File: src/c8x_pkg.sv
// Shared types and constants for the CHIP-8 instruction execute block.
`default_nettype none
package c8x_pkg;

   localparam int unsigned PcWidth    = 16;
   localparam int unsigned RegWidth   = 8;
   localparam int unsigned IdxWidth   = 12;
   localparam int unsigned StatWidth  = 3;
   localparam int unsigned DefReturnDepth = 16;
   localparam logic [15:0] ResetStart = 16'h0200;

   typedef enum logic [2:0] {
      ST_OK        = 3'd0,
      ST_ILLEGAL   = 3'd1,
      ST_OVERFLOW  = 3'd2,
      ST_UNDERFLOW = 3'd3,
      ST_UNIMPL    = 3'd4
   } status_type;

   typedef enum logic [1:0] {
      FSM_IDLE,
      FSM_EXEC,
      FSM_EMIT
   } fsm_type;

   // controller -> datapath
   typedef struct packed {
      logic load;     // capture request beat
      logic exec;     // decode, update state, build first result
      logic advance;  // step to next write beat
      logic emit;     // present result beat
   } cmd_type;

   // datapath -> controller
   typedef struct packed {
      logic more;     // another write beat follows the current one
   } sts_type;

   // double dabble style BCD split of one byte: {hundreds, tens, ones}
   function automatic logic [11:0] bcd8(input logic [7:0] v);
      logic [19:0] s;
      s = {12'd0, v};
      for (int k = 0; k < 8; k++) begin
         if (s[11:8] >= 4'd5) s[11:8] = s[11:8] + 4'd3;
         if (s[15:12] >= 4'd5) s[15:12] = s[15:12] + 4'd3;
         s = s << 1;
      end
      return s[19:8];
   endfunction

endpackage
`default_nettype wire

File: src/c8x_ctrl.sv
// Controller state machine sequencing instruction execution and result beats.
`default_nettype none
module c8x_ctrl (
   input  wire logic              clock,
   input  wire logic              reset,
   input  wire logic              req_tvalid,
   output logic                   req_tready,
   output logic                   rsp_tvalid,
   input  wire logic              rsp_tready,
   input  wire c8x_pkg::sts_type  sts,
   output c8x_pkg::cmd_type       cmd
);
   c8x_pkg::fsm_type state_ff, state_in;

   always_ff @(posedge clock) begin
      if (reset) state_ff <= c8x_pkg::FSM_IDLE;
      else       state_ff <= state_in;
   end

   always_comb begin
      state_in   = state_ff;
      req_tready = 1'b0;
      rsp_tvalid = 1'b0;
      cmd        = '0;
      unique case (state_ff)
         c8x_pkg::FSM_IDLE: begin
            req_tready = 1'b1;
            if (req_tvalid) begin
               cmd.load = 1'b1;
               state_in = c8x_pkg::FSM_EXEC;
            end
         end
         c8x_pkg::FSM_EXEC: begin
            cmd.exec = 1'b1;
            state_in = c8x_pkg::FSM_EMIT;
         end
         c8x_pkg::FSM_EMIT: begin
            rsp_tvalid = 1'b1;
            cmd.emit   = 1'b1;
            if (rsp_tready) begin
               if (sts.more) cmd.advance = 1'b1;
               else          state_in = c8x_pkg::FSM_IDLE;
            end
         end
         default: state_in = c8x_pkg::FSM_IDLE;
      endcase
   end

   assert property (@(posedge clock) disable iff (reset)
      req_tready |-> !rsp_tvalid) else $error("accept while result pending");
   assert property (@(posedge clock) disable iff (reset)
      (req_tvalid && req_tready) |=> !rsp_tvalid) else $error("no exec cycle");
   assert property (@(posedge clock) disable iff (reset)
      (rsp_tvalid && !rsp_tready) |=> rsp_tvalid) else $error("beat dropped");
endmodule
`default_nettype wire

File: src/c8x_dp.sv
// Datapath: architectural registers, return stack, decode and result beat.
`default_nettype none
module c8x_dp #(
   parameter int unsigned RETURN_DEPTH = c8x_pkg::DefReturnDepth
) (
   input  wire logic              clock,
   input  wire logic              reset,
   input  wire c8x_pkg::cmd_type  cmd,
   output c8x_pkg::sts_type       sts,
   input  wire logic [15:0]       opcode,
   input  wire logic [7:0]        random_byte,
   input  wire logic              csr_write,
   input  wire logic [15:0]       csr_data,
   output logic [15:0]            next_pc,
   output logic                   mem_write,
   output logic [15:0]            mem_address,
   output logic [7:0]             mem_data,
   output logic                   clear_screen,
   output logic [2:0]             status,
   output logic                   last
);
   localparam int unsigned SpW = $clog2(RETURN_DEPTH + 1);
   localparam int unsigned SiW = (RETURN_DEPTH > 1) ? $clog2(RETURN_DEPTH) : 1;

   logic [7:0]  v_ff [16];
   logic [7:0]  v_in [16];
   logic [11:0] i_ff, i_in;
   logic [15:0] pc_ff, pc_in;
   logic [SpW-1:0] sp_ff, sp_in;
   logic [15:0] stk_ff [RETURN_DEPTH];
   logic        push;
   logic [15:0] op_ff;
   logic [7:0]  rnd_ff;
   // result beat registers
   logic [15:0] npc_ff;
   logic        wr_ff;
   logic [3:0]  cnt_ff;   // current write beat index
   logic [3:0]  lastk_ff; // index of final write beat
   logic        bcd_ff;
   logic [11:0] bcdv_ff;
   logic        clr_ff;
   logic [2:0]  st_ff;

   logic [3:0] x, y, n;
   logic [7:0] nn, vx, vy;
   logic [15:0] nxt, skp;
   logic [2:0]  st;
   logic        clr, wr, isbcd;
   logic [3:0]  lastk;
   logic [8:0]  sum9;
   logic [12:0] sum13;
   logic [SiW-1:0] rd_idx;

   assign x  = op_ff[11:8];
   assign y  = op_ff[7:4];
   assign n  = op_ff[3:0];
   assign nn = op_ff[7:0];
   assign vx = v_ff[x];
   assign vy = v_ff[y];
   assign rd_idx = SiW'(sp_ff - SpW'(1));

   always_comb begin
      for (int k = 0; k < 16; k++) v_in[k] = v_ff[k];
      i_in  = i_ff;
      sp_in = sp_ff;
      push  = 1'b0;
      nxt   = pc_ff + 16'd2;
      skp   = pc_ff + 16'd4;
      st    = c8x_pkg::ST_OK;
      clr   = 1'b0;
      wr    = 1'b0;
      isbcd = 1'b0;
      lastk = 4'd0;
      sum9  = '0;
      sum13 = '0;
      unique case (op_ff[15:12])
         4'h0: begin
            if (op_ff == 16'h00E0) clr = 1'b1;
            else if (op_ff == 16'h00EE) begin
               if (sp_ff == '0) st = c8x_pkg::ST_UNDERFLOW;
               else begin
                  sp_in = sp_ff - SpW'(1);
                  nxt   = stk_ff[rd_idx];
               end
            end else st = c8x_pkg::ST_UNIMPL;
         end
         4'h1: nxt = {4'd0, op_ff[11:0]};
         4'h2: begin
            if (sp_ff >= SpW'(RETURN_DEPTH)) st = c8x_pkg::ST_OVERFLOW;
            else begin
               push  = 1'b1;
               sp_in = sp_ff + SpW'(1);
               nxt   = {4'd0, op_ff[11:0]};
            end
         end
         4'h3: if (vx == nn) nxt = skp;
         4'h4: if (vx != nn) nxt = skp;
         4'h5: begin
            if (n != 4'd0) st = c8x_pkg::ST_ILLEGAL;
            else if (vx == vy) nxt = skp;
         end
         4'h6: v_in[x] = nn;
         4'h7: v_in[x] = vx + nn;
         4'h8: begin
            unique case (n)
               4'h0: v_in[x] = vy;
               4'h1: v_in[x] = vx | vy;
               4'h2: v_in[x] = vx & vy;
               4'h3: v_in[x] = vx ^ vy;
               4'h4: begin
                  sum9 = {1'b0, vx} + {1'b0, vy};
                  v_in[x] = sum9[7:0];
                  v_in[15] = {7'd0, sum9[8]};
               end
               4'h5: begin
                  v_in[x] = vx - vy;
                  v_in[15] = {7'd0, vx >= vy};
               end
               4'h6: begin
                  v_in[x] = {1'b0, vx[7:1]};
                  v_in[15] = {7'd0, vx[0]};
               end
               4'h7: begin
                  v_in[x] = vy - vx;
                  v_in[15] = {7'd0, vy >= vx};
               end
               4'hE: begin
                  v_in[x] = {vx[6:0], 1'b0};
                  v_in[15] = {7'd0, vx[7]};
               end
               default: st = c8x_pkg::ST_ILLEGAL;
            endcase
         end
         4'h9: begin
            if (n != 4'd0) st = c8x_pkg::ST_ILLEGAL;
            else if (vx != vy) nxt = skp;
         end
         4'hA: i_in = op_ff[11:0];
         4'hB: nxt = {8'd0, v_ff[0]} + {4'd0, op_ff[11:0]};
         4'hC: v_in[x] = nn & rnd_ff;
         4'hD: st = c8x_pkg::ST_UNIMPL;
         4'hE: st = (nn == 8'h9E || nn == 8'hA1) ? c8x_pkg::ST_UNIMPL
                                                  : c8x_pkg::ST_ILLEGAL;
         default: begin
            unique case (nn)
               8'h07, 8'h0A, 8'h15, 8'h18, 8'h29, 8'h65: st = c8x_pkg::ST_UNIMPL;
               8'h1E: begin
                  sum13 = {1'b0, i_ff} + {5'd0, vx};
                  i_in = sum13[11:0];
                  v_in[15] = {7'd0, sum13[12]};
               end
               8'h33: begin
                  wr = 1'b1; isbcd = 1'b1; lastk = 4'd2;
               end
               8'h55: begin
                  wr = 1'b1; lastk = x;
               end
               default: st = c8x_pkg::ST_ILLEGAL;
            endcase
         end
      endcase
      if (st != c8x_pkg::ST_OK &&
          !(st == c8x_pkg::ST_UNIMPL && op_ff[15:12] == 4'h0)) nxt = pc_ff;
      pc_in = nxt;
   end

   always_ff @(posedge clock) begin
      if (reset) begin
         for (int k = 0; k < 16; k++) v_ff[k] <= '0;
         i_ff     <= '0;
         sp_ff    <= '0;
         pc_ff    <= c8x_pkg::ResetStart;
         cnt_ff   <= '0;
      end else if (csr_write) begin
         pc_ff    <= csr_data;
      end else if (cmd.exec) begin
         for (int k = 0; k < 16; k++) v_ff[k] <= v_in[k];
         i_ff   <= i_in;
         sp_ff  <= sp_in;
         pc_ff  <= pc_in;
         cnt_ff <= '0;
      end else if (cmd.advance) begin
         cnt_ff <= cnt_ff + 4'd1;
      end
   end

   // payload registers
   always_ff @(posedge clock) begin
      if (cmd.load) begin
         op_ff  <= opcode;
         rnd_ff <= random_byte;
      end
      if (cmd.exec) begin
         npc_ff   <= nxt;
         wr_ff    <= wr;
         lastk_ff <= lastk;
         bcd_ff   <= isbcd;
         bcdv_ff  <= c8x_pkg::bcd8(vx);
         clr_ff   <= clr;
         st_ff    <= st;
         // push the return address, the word after the call
         if (push) stk_ff[sp_ff[SiW-1:0]] <= pc_ff + 16'd2;
      end
   end

   always_comb begin
      sts.more     = wr_ff && (cnt_ff != lastk_ff);
      next_pc      = npc_ff;
      mem_write    = wr_ff;
      mem_address  = wr_ff ? ({4'd0, i_ff} + {12'd0, cnt_ff}) : 16'd0;
      if (!wr_ff) mem_data = 8'd0;
      else if (bcd_ff) begin
         unique case (cnt_ff[1:0])
            2'd0:    mem_data = {4'd0, bcdv_ff[11:8]};
            2'd1:    mem_data = {4'd0, bcdv_ff[7:4]};
            default: mem_data = {4'd0, bcdv_ff[3:0]};
         endcase
      end else mem_data = v_ff[cnt_ff];
      clear_screen = clr_ff;
      status       = st_ff;
      last         = !sts.more;
   end

   assert property (@(posedge clock) disable iff (reset)
      sp_ff <= SpW'(RETURN_DEPTH)) else $error("stack pointer out of range");
   assert property (@(posedge clock) disable iff (reset)
      cmd.advance |-> wr_ff) else $error("advance without write beat");
   assert property (@(posedge clock) disable iff (reset)
      (cmd.emit && bcd_ff) |-> cnt_ff <= 4'd2) else $error("bcd overrun");
endmodule
`default_nettype wire

File: src/chip8_instruction_execute.sv
// Top level of the CHIP-8 instruction execute block.
// Usage:
//  - req_ channel: one beat per fetched instruction, tdata = {random_byte, opcode}.
//  - rsp_ channel: one or more result beats per instruction; rsp_tlast marks the
//    final one. Register dump FX55 gives X+1 write beats, BCD store FX33 three,
//    every other instruction a single beat.
//  - csr_ channel: writes the start address and loads the PC at once; write only
//    while no instruction is in flight.
// Timing: request accepted in IDLE, decode and state update in EXEC, first result
// beat valid in EMIT. With a ready receiver an instruction steps through accept,
// execute and emit; each further write beat is one more beat in EMIT. The single
// controller handles one instruction at a time.
// Reset: V registers and I cleared, stack emptied, start address and PC 0x200.
// Stall: a beat holds on rsp_ until rsp_tready; req_tready stays low meanwhile.
`default_nettype none
module chip8_instruction_execute #(
   parameter int unsigned RETURN_DEPTH = c8x_pkg::DefReturnDepth
) (
   input  wire logic        clock,
   input  wire logic        reset,
   input  wire logic        req_tvalid,
   output logic             req_tready,
   input  wire logic [23:0] req_tdata,   // opcode[15:0], random_byte[23:16]
   output logic             rsp_tvalid,
   input  wire logic        rsp_tready,
   output logic [47:0]      rsp_tdata,   // next_pc, mem_write, mem_address,
                                         // mem_data, clear_screen, status, pad
   output logic             rsp_tlast,
   input  wire logic        csr_valid,
   output logic             csr_ready,
   input  wire logic [15:0] csr_data
);
   c8x_pkg::cmd_type cmd;
   c8x_pkg::sts_type sts;
   logic [15:0] next_pc, mem_address;
   logic [7:0]  mem_data;
   logic        mem_write, clear_screen, last;
   logic [2:0]  status;

   // config always accepted; writes must happen only while idle, the block does not enforce it
   assign csr_ready = 1'b1;

   c8x_ctrl u_ctrl (
      .clock(clock), .reset(reset),
      .req_tvalid(req_tvalid), .req_tready(req_tready),
      .rsp_tvalid(rsp_tvalid), .rsp_tready(rsp_tready),
      .sts(sts), .cmd(cmd)
   );

   c8x_dp #(.RETURN_DEPTH(RETURN_DEPTH)) u_dp (
      .clock(clock), .reset(reset), .cmd(cmd), .sts(sts),
      .opcode(req_tdata[15:0]), .random_byte(req_tdata[23:16]),
      .csr_write(csr_valid), .csr_data(csr_data),
      .next_pc(next_pc), .mem_write(mem_write), .mem_address(mem_address),
      .mem_data(mem_data), .clear_screen(clear_screen), .status(status),
      .last(last)
   );

   assign rsp_tdata = {3'd0, status, clear_screen, mem_data, mem_address,
                       mem_write, next_pc};
   assign rsp_tlast = last;
endmodule
`default_nettype wire

File: config.mk
export PLATFORM = sky130hd
export DESIGN_NAME = chip8_instruction_execute
export DESIGN_NICKNAME = d
export VERILOG_FILES = /design/src/c8x_pkg.sv /design/src/c8x_ctrl.sv /design/src/c8x_dp.sv /design/src/chip8_instruction_execute.sv
export SDC_FILE = /design/constraint.sdc
export NUM_CORES = 2
export LEC_CHECK = 0
export BUFFER_PORTS_ARGS = -buffer_cell sky130_fd_sc_hd__buf_2
export CORE_AREA = 5 5 287 289
export CTS_CLUSTER_SIZE = 24
export DETAILED_ROUTE_END_ITERATION = 6
export DIE_AREA = 0 0 292 294
export PLACE_DENSITY = 0.6
export SLEW_MARGIN = 25
export SYNTH_ARGS = -nofsm -noshare
export SYNTH_HDL_FRONTEND = slang
export SYNTH_SLANG_ARGS = --single-unit
File: constraint.sdc
create_clock -name clock -period 13.7 [get_ports clock]
set_input_delay 2.055 -clock clock [delete_from_list [all_inputs] [get_ports clock]]
set_output_delay 2.055 -clock clock [all_outputs]
set_load 0.05 [all_outputs]
== Word-level counts from Yosys, hierarchy flattened ==
Memories as Yosys holds them, arrays and structs flattened. A register that Yosys moved wholly into a read port is not among the register bits.
Cells that the tools add are included.

* $add $sub $neg: 25
* Multipliers: 0
* Bitwise operators: 23
* Multiplexer cells: 126
* Div/mod/pow operators: 0
* Magnitude comparators: 18
* Reductions and logical operators: 31
* Eq/ne operators: 51
* Shift-type cells: 0

{| class="wikitable"
|+ Operators with widths
! kind !! number
|-
| 128-bit bitwise mux || 12
|-
| 128-bit one-hot mux with 9 select lines || 1
|-
| 120-bit one-hot mux with 4 select lines || 1
|-
| 16-bit 2-to-1 mux || 14
|-
| 8-bit 2-to-1 mux || 20
|-
| 16-bit one-hot mux with 8 select lines || 1
|-
| 4-bit 2-to-1 mux || 26
|-
| 4-bit by 3-bit >= comparator with 1-bit output (second input constant) || 12
|-
| 4-bit by 2-bit adder with 4-bit output (second input constant) || 10
|-
| 8-bit one-hot mux with 5 select lines || 1
|-
| 8-bit demux with 4-bit select || 1
|-
| 16-bit by 8-bit == test with 1-bit output (second input constant) || 2
|-
| 4-bit by 3-bit == test with 1-bit output (second input constant) || 8
|-
| 4-bit == test (second input constant) || 8
|-
| 8-bit by 5-bit == test with 1-bit output (second input constant) || 3
|-
| 3-bit 2-to-1 mux || 8
|-
| 12-bit one-hot mux with 2 select lines || 1
|-
| 1-bit 2-to-1 mux || 23
|-
| 3-bit one-hot mux with 7 select lines || 1
|-
| 5-bit 2-to-1 mux || 4
|-
| 16-bit by 2-bit adder with 16-bit output (second input constant) || 1
|-
| 16-bit by 3-bit adder with 16-bit output (second input constant) || 1
|-
| 8-bit bitwise AND || 2
|-
| 4-bit by 2-bit == test with 1-bit output (second input constant) || 4
|-
| 61 further kinds || 109
|}

* ROM bits: 0
* Bits in latches: 0
* Flip-flop bits (word level): 101
* Memories kept: 2
* Output and inout bits: 52
* Memory bits (writable): 384
* Word-level logic and storage cells: 290

{| class="wikitable"
|+ Memories
! name !! words !! width !! rd ports !! clocked after memory_dff !! write ports !! line !! text
|-
| u_dp.stk_ff || 16 || 16 || 1 || 0 || 1 || c8x_dp.sv:30 || <nowiki>logic [15:0] stk_ff [RETURN_DEPTH];</nowiki>
|-
| u_dp.v_ff || 16 || 8 || 19 || 3 || 16 || c8x_dp.sv:25 || <nowiki>logic [7:0] v_ff [16];</nowiki>
|}

== Logic depth before layout (Yosys ltp) ==
* Word-level depth: 20
* Depth in mapped cells: 30
* Gate-level depth less buffers: 26

== Modules after synthesis ==
Synthesis repeated with hierarchy kept, for this count alone.

* Cell total of the unflattened synthesis: 3,611
* Area total of the unflattened synthesis: 35,276.3 µm²

{| class="wikitable"
|+ Modules (own cells, without submodules)
! module !! area each (µm²) !! seq. area each (µm²) !! instances !! cells each
|-
| c8x_dp || 35,116.2 || 14,313.7 || 1 || 3,591
|-
| c8x_ctrl || 107.6 || 40.0 || 1 || 12
|-
| chip8_instruction_execute || 52.6 || 0.0 || 1 || 8
|}

== Worst setup path after synthesis ==
Ideal clock, no wire load.

* Kind: in2reg
* Start: input port csr_valid
* End: memory u_dp.v_ff[0][0], enable pin
* Path buffers: 1
* Arrival: 8,320 ps
* Stages: 4
* Slack: 4,751 ps
* Required time: 13,071 ps
* Library setup time: 629 ps
* Path through: clkbuf_1 -> nor2_1 -> o31ai_1 -> o21ai_0

{| class="wikitable"
|+ RTL lines
! element !! line !! text
|-
| start, declared || chip8_instruction_execute.sv:29 || <nowiki>input wire logic csr_valid,</nowiki>
|-
| end, declared || c8x_dp.sv:25 ||
|}

==> run summary <==
Total CTS buffers: 56. The weighted congestion reported at the end of routability-driven placement came out at 0.9907. For the pin with the worst max-slew slack, the measured transition is 1.205 ns.

Buffers added to address setup during post-CTS repair amount to 0. Number of top-level design ports: 97. The final layout contains 3,700 nets. The detailed router placed 32,399 vias in this run.

The x dimension of the die was 292 um; the diode insertion count for antenna repair was 0. The logs give 0 for the post-cts sizing count and 6.345 ns for the post-route worst setup slack. The run gives 0.04482 ns as the final clock skew.

The most used flip-flop cell after synthesis is edfxtp_1. The capturing element type of the critical path is a flop. The number of pins exceeding their max-slew limit in the final report came out at 0. The switching power as a share of total power was 0.3800. The flow ran to the end, and the final reports show no timing, DRC or antenna violations. The fraction of layout instances using a drive strength above 1 works out to 0.1672.

The final-report setup violation count was 0; the final critical path time including I/O delays and setup was 7.355 ns. The share of synthesized area occupied by flip-flops and latches is 0.4051, and the total of fill cells in the finished design is 7,336. Summing all flip-flop and latch instances after layout gives 14,370 sq um.

The kind of start point of the critical path is a flop. The arrival time reported for the critical path endpoint was 7.71 ns; the post-route fraction of the period consumed by the critical path was 0.5369. The length of the first detailed-routing pass in iterations is 7, and the total area of multi-input combinational cells is 19,740 sq um.

The cell area after synthesis is 35,440 sq um. The logs give 0.4450 for the starting density of the core and 0.344 for the proportion of power drawn by combinational gates. The most common cell in the synthesized netlist is a21oi_1. The proportion of synthesized flip-flops having asynchronous set or reset works out to 0. The number of antenna violations at the first check in global routing came out at 3. Layout overhead on the synthesized area: 9.961%. The number of warning messages in the yosys log was 0.

The tools report the clock tree root driver cell as clkbuf_16. In this run, synthesis inferred 444 flip-flops with an integrated enable. Worst slew margin relative to its limit: 0.1958. Setup repair after global routing left no endpoint under its margin.

By area the synthesized netlist is led by edfxtp_1, mux4_2, a21oi_1. The share of the synthesized area in the top cell type was 0.3763. The final sum of negative setup slack is 0 ns. The kind of cell adding the most delay to the critical path is compound AO/OA/AOI/OAI gates. IR analysis of the VDD net gives a maximum drop of 0.1481 mV. After detailed routing, the number of vias per cell comes to 6.935. Counting every instance in the synthesized netlist gives 3,652.

The total net switching power was 0.001919 W; the number of global-route vias before repair was 30,440. The required arrival time at the worst endpoint was 14.05 ns; the die height was 294 um. After synthesis, the mean cell area works out to 9.703 sq um. The tools report the cts-stage hold buffer count as 0. Before CTS, the worst setup slack after placement is 6.565 ns.

First-pass GRT wire length: 203.8 mm. Dividing total power by cell area gives a power density of 129.6 nW/um^2. The count of endpoints failing hold in the final timing report came out at 0. Across the run, the number of max-cap violations was 0.

The run gives 0.303 as the clock share of power. The detail route stage leaves a number of antenna-violating nets equal to 0. Along the worst path, the maximum fanout reaches 32. Summed over all layers, the routed wires come to 139.3 mm.

For the number of design-rule violations left by the first detailed-router iteration, the log shows 4,285. TritonCTS built the clock tree. For this design, the slowest cell found on the critical path is clkinv_1.

The run gives 0.003131 W as the internal power. The die covers 85,850 sq um. After synthesis the netlist holds a flip-flop and latch count of 495.

The clock reaches the later pin of the worst-skew pair after 0.67 ns. The number of buffers and inverters on the critical path is 5. After global routing the overflow that remains totals 0.

Sorting the synthesized cells by how often they occur yields a21oi_1, edfxtp_1, o21ai_0, nor2_1, clkbuf_1. The run gives 13.18 nW as the leakage power summed over all cells. The part of the total power dissipated in sequential elements is 0.353, and the number of cell rows is 104. After clock tree synthesis, the clock-pin slew on the worst setup and hold paths is 0.06 ns. For this run, design rule violations remaining after detail routing come to 0.

The most common cell type on the critical path is ha_1. For the unique cell type count in the Yosys netlist, the log shows 87. In this run the tool buffered the top-level ports with 89 buffer cells.

The overall fraction of global-route tracks in use was 0.3110. The run gives 2 as the number of levels in the clock H-tree. The type of the setup path with the least slack was reg -> reg.

Entering global routing, the biggest net connects 83 pins. The clock passes through at most 3 buffers. In this run the standard cell core region covers 79,640 sq um.

The half-perimeter wire length after detailed placement is 90.41 mm. The path class of the tightest hold or removal check is reg -> reg. The timing-limited maximum frequency is 136.0 MHz, and the average wire per cell in the routed design is 29.82 um. The delay of the slowest critical-path stage is 0.62 ns.

The number of sinks handled by clock tree synthesis was 495. Library cell with the largest summed area after synthesis: edfxtp_1.
[final cells by class]
type / instances / share of cell area
Multi-Input combinational cell: 2722 / 0.5066
Sequential cell: 495 / 0.3687
Clock buffer: 67 / 0.03783
Timing Repair Buffer: 218 / 0.03629
Tap cell: 1060 / 0.03404
Clock inverter: 33 / 0.009216
Inverter: 77 / 0.007418
[registers in the layout, indices dropped and copies added (netlist names), named ones only]
signal	count
u_ctrl.state_ff	2
u_dp.bcd_ff	1
u_dp.bcdv_ff	10
u_dp.clear_screen	1
u_dp.cnt_ff	4
u_dp.i_ff	12
u_dp.lastk_ff	4
u_dp.mem_write	1
u_dp.next_pc	16
u_dp.op_ff	16
u_dp.pc_ff	16
u_dp.rnd_ff	8
u_dp.sp_ff	5
u_dp.status	3
u_dp.stk_ff	256
u_dp.v_ff	128
[per-stage QoR]
stage,total power [W],hold WS [ns],util,instance area [sq um],instances
2_1_floorplan,0.002936,0.4939,-,35450,3657
3_3_place_gp,0.003462,0.5191,0.4653,37060,4572
3_5_place_dp,0.003468,0.5237,0.4657,37090,4572
4_1_cts,0.004991,0.5314,0.4888,38920,4672
5_1_grt,0.005228,0.5627,0.4893,38960,4672
6_report,0.005050,0.5349,0.4893,38960,4672
[worst paths after layout]
path / startpoint / to / slack, ns / depth (start not counted)
setup reg to reg: flop / u_dp.bcdv_ff[2] / 6.34 / 27
setup / recovery: flop / u_dp.bcdv_ff[2] / 6.34 / 27
hold / removal: u_dp.i_ff[0] / u_dp.i_ff[0] / 0.53 / 2
hold reg to reg: u_dp.i_ff[0] / u_dp.i_ff[0] / 0.53 / 2
[routing by layer]
metal | up-vias | part of all wire | wire [um] | track usage
met1 | 15710 | 0.37 | 52030 | 0.4043
met4 | 2 | 0.072 | 10020 | 0.1785
met3 | 533 | 0.11 | 15320 | 0.06694
li1 | 14030 | - | - | -
met2 | 2124 | 0.44 | 61950 | 0.4844
met5 | - | 0.000079 | 11 | 0
[cells in the final DEF, fill, tap and decap left out, types with 19 or more instances in the layout]
cell,netlist,layout
buf_2,17,89
o21bai_1,27,27
a21o_1,21,21
a21oi_1,501,499
nor3_1,51,36
o211ai_1,40,40
mux4_2,182,182
nand4_1,48,48
nor4_1,70,69
o221ai_1,32,32
o22ai_1,87,87
mux2i_1,35,35
o21ai_0,369,367
ha_1,78,77
a31oi_1,31,31
xnor2_1,55,50
inv_1,73,73
nand2b_1,25,25
nand3_1,43,41
nor2_1,345,315
buf_4,10,129
nor2b_1,28,28
xor2_1,21,19
edfxtp_1,444,444
nand2_1,200,198
a2111oi_0,52,51
and2_1,20,19
clkbuf_16,0,57
nor2_2,1,20
dfxtp_1,51,44
a211o_1,31,31
mux2_2,25,25
a211oi_1,59,58
[power groups by stage]
stage                     Clock (W)  Combinational, W  Sequential, W
final                       0.00153           0.00174        0.00178
after floorplan                   0           0.00114        0.00180
after global routing        0.00161           0.00183        0.00179
after global placement            0           0.00165        0.00181
after detailed placement          0           0.00166        0.00181
after CTS                   0.00155           0.00166        0.00178
[worst min-delay path, stage by stage, from the launching register on]
cell and delay, ns:
dfxtp_1 0.33, nor2_1 0.11, a211oi_1 0.05
[logic make-up (layout without fill, tap and decap cells)]
kind of cell / after synthesis / count (layout) / share of synthesized area
xor gates and xnor gates: 78 / 78 / 0.01970
muxes: 242 / 242 / 0.1335
adders and majority gates: 85 / 85 / 0.03150
other: 2 / 7 / 0.0002119
DFF: 495 / 495 / 0.4051
AOI/OAI and AO/OA: 1408 / 1408 / 0.2422
buffers and inverters: 440 / 395 / 0.04848
and+or+nand+nor: 902 / 902 / 0.1193
Power figures use the tool's default switching activity.
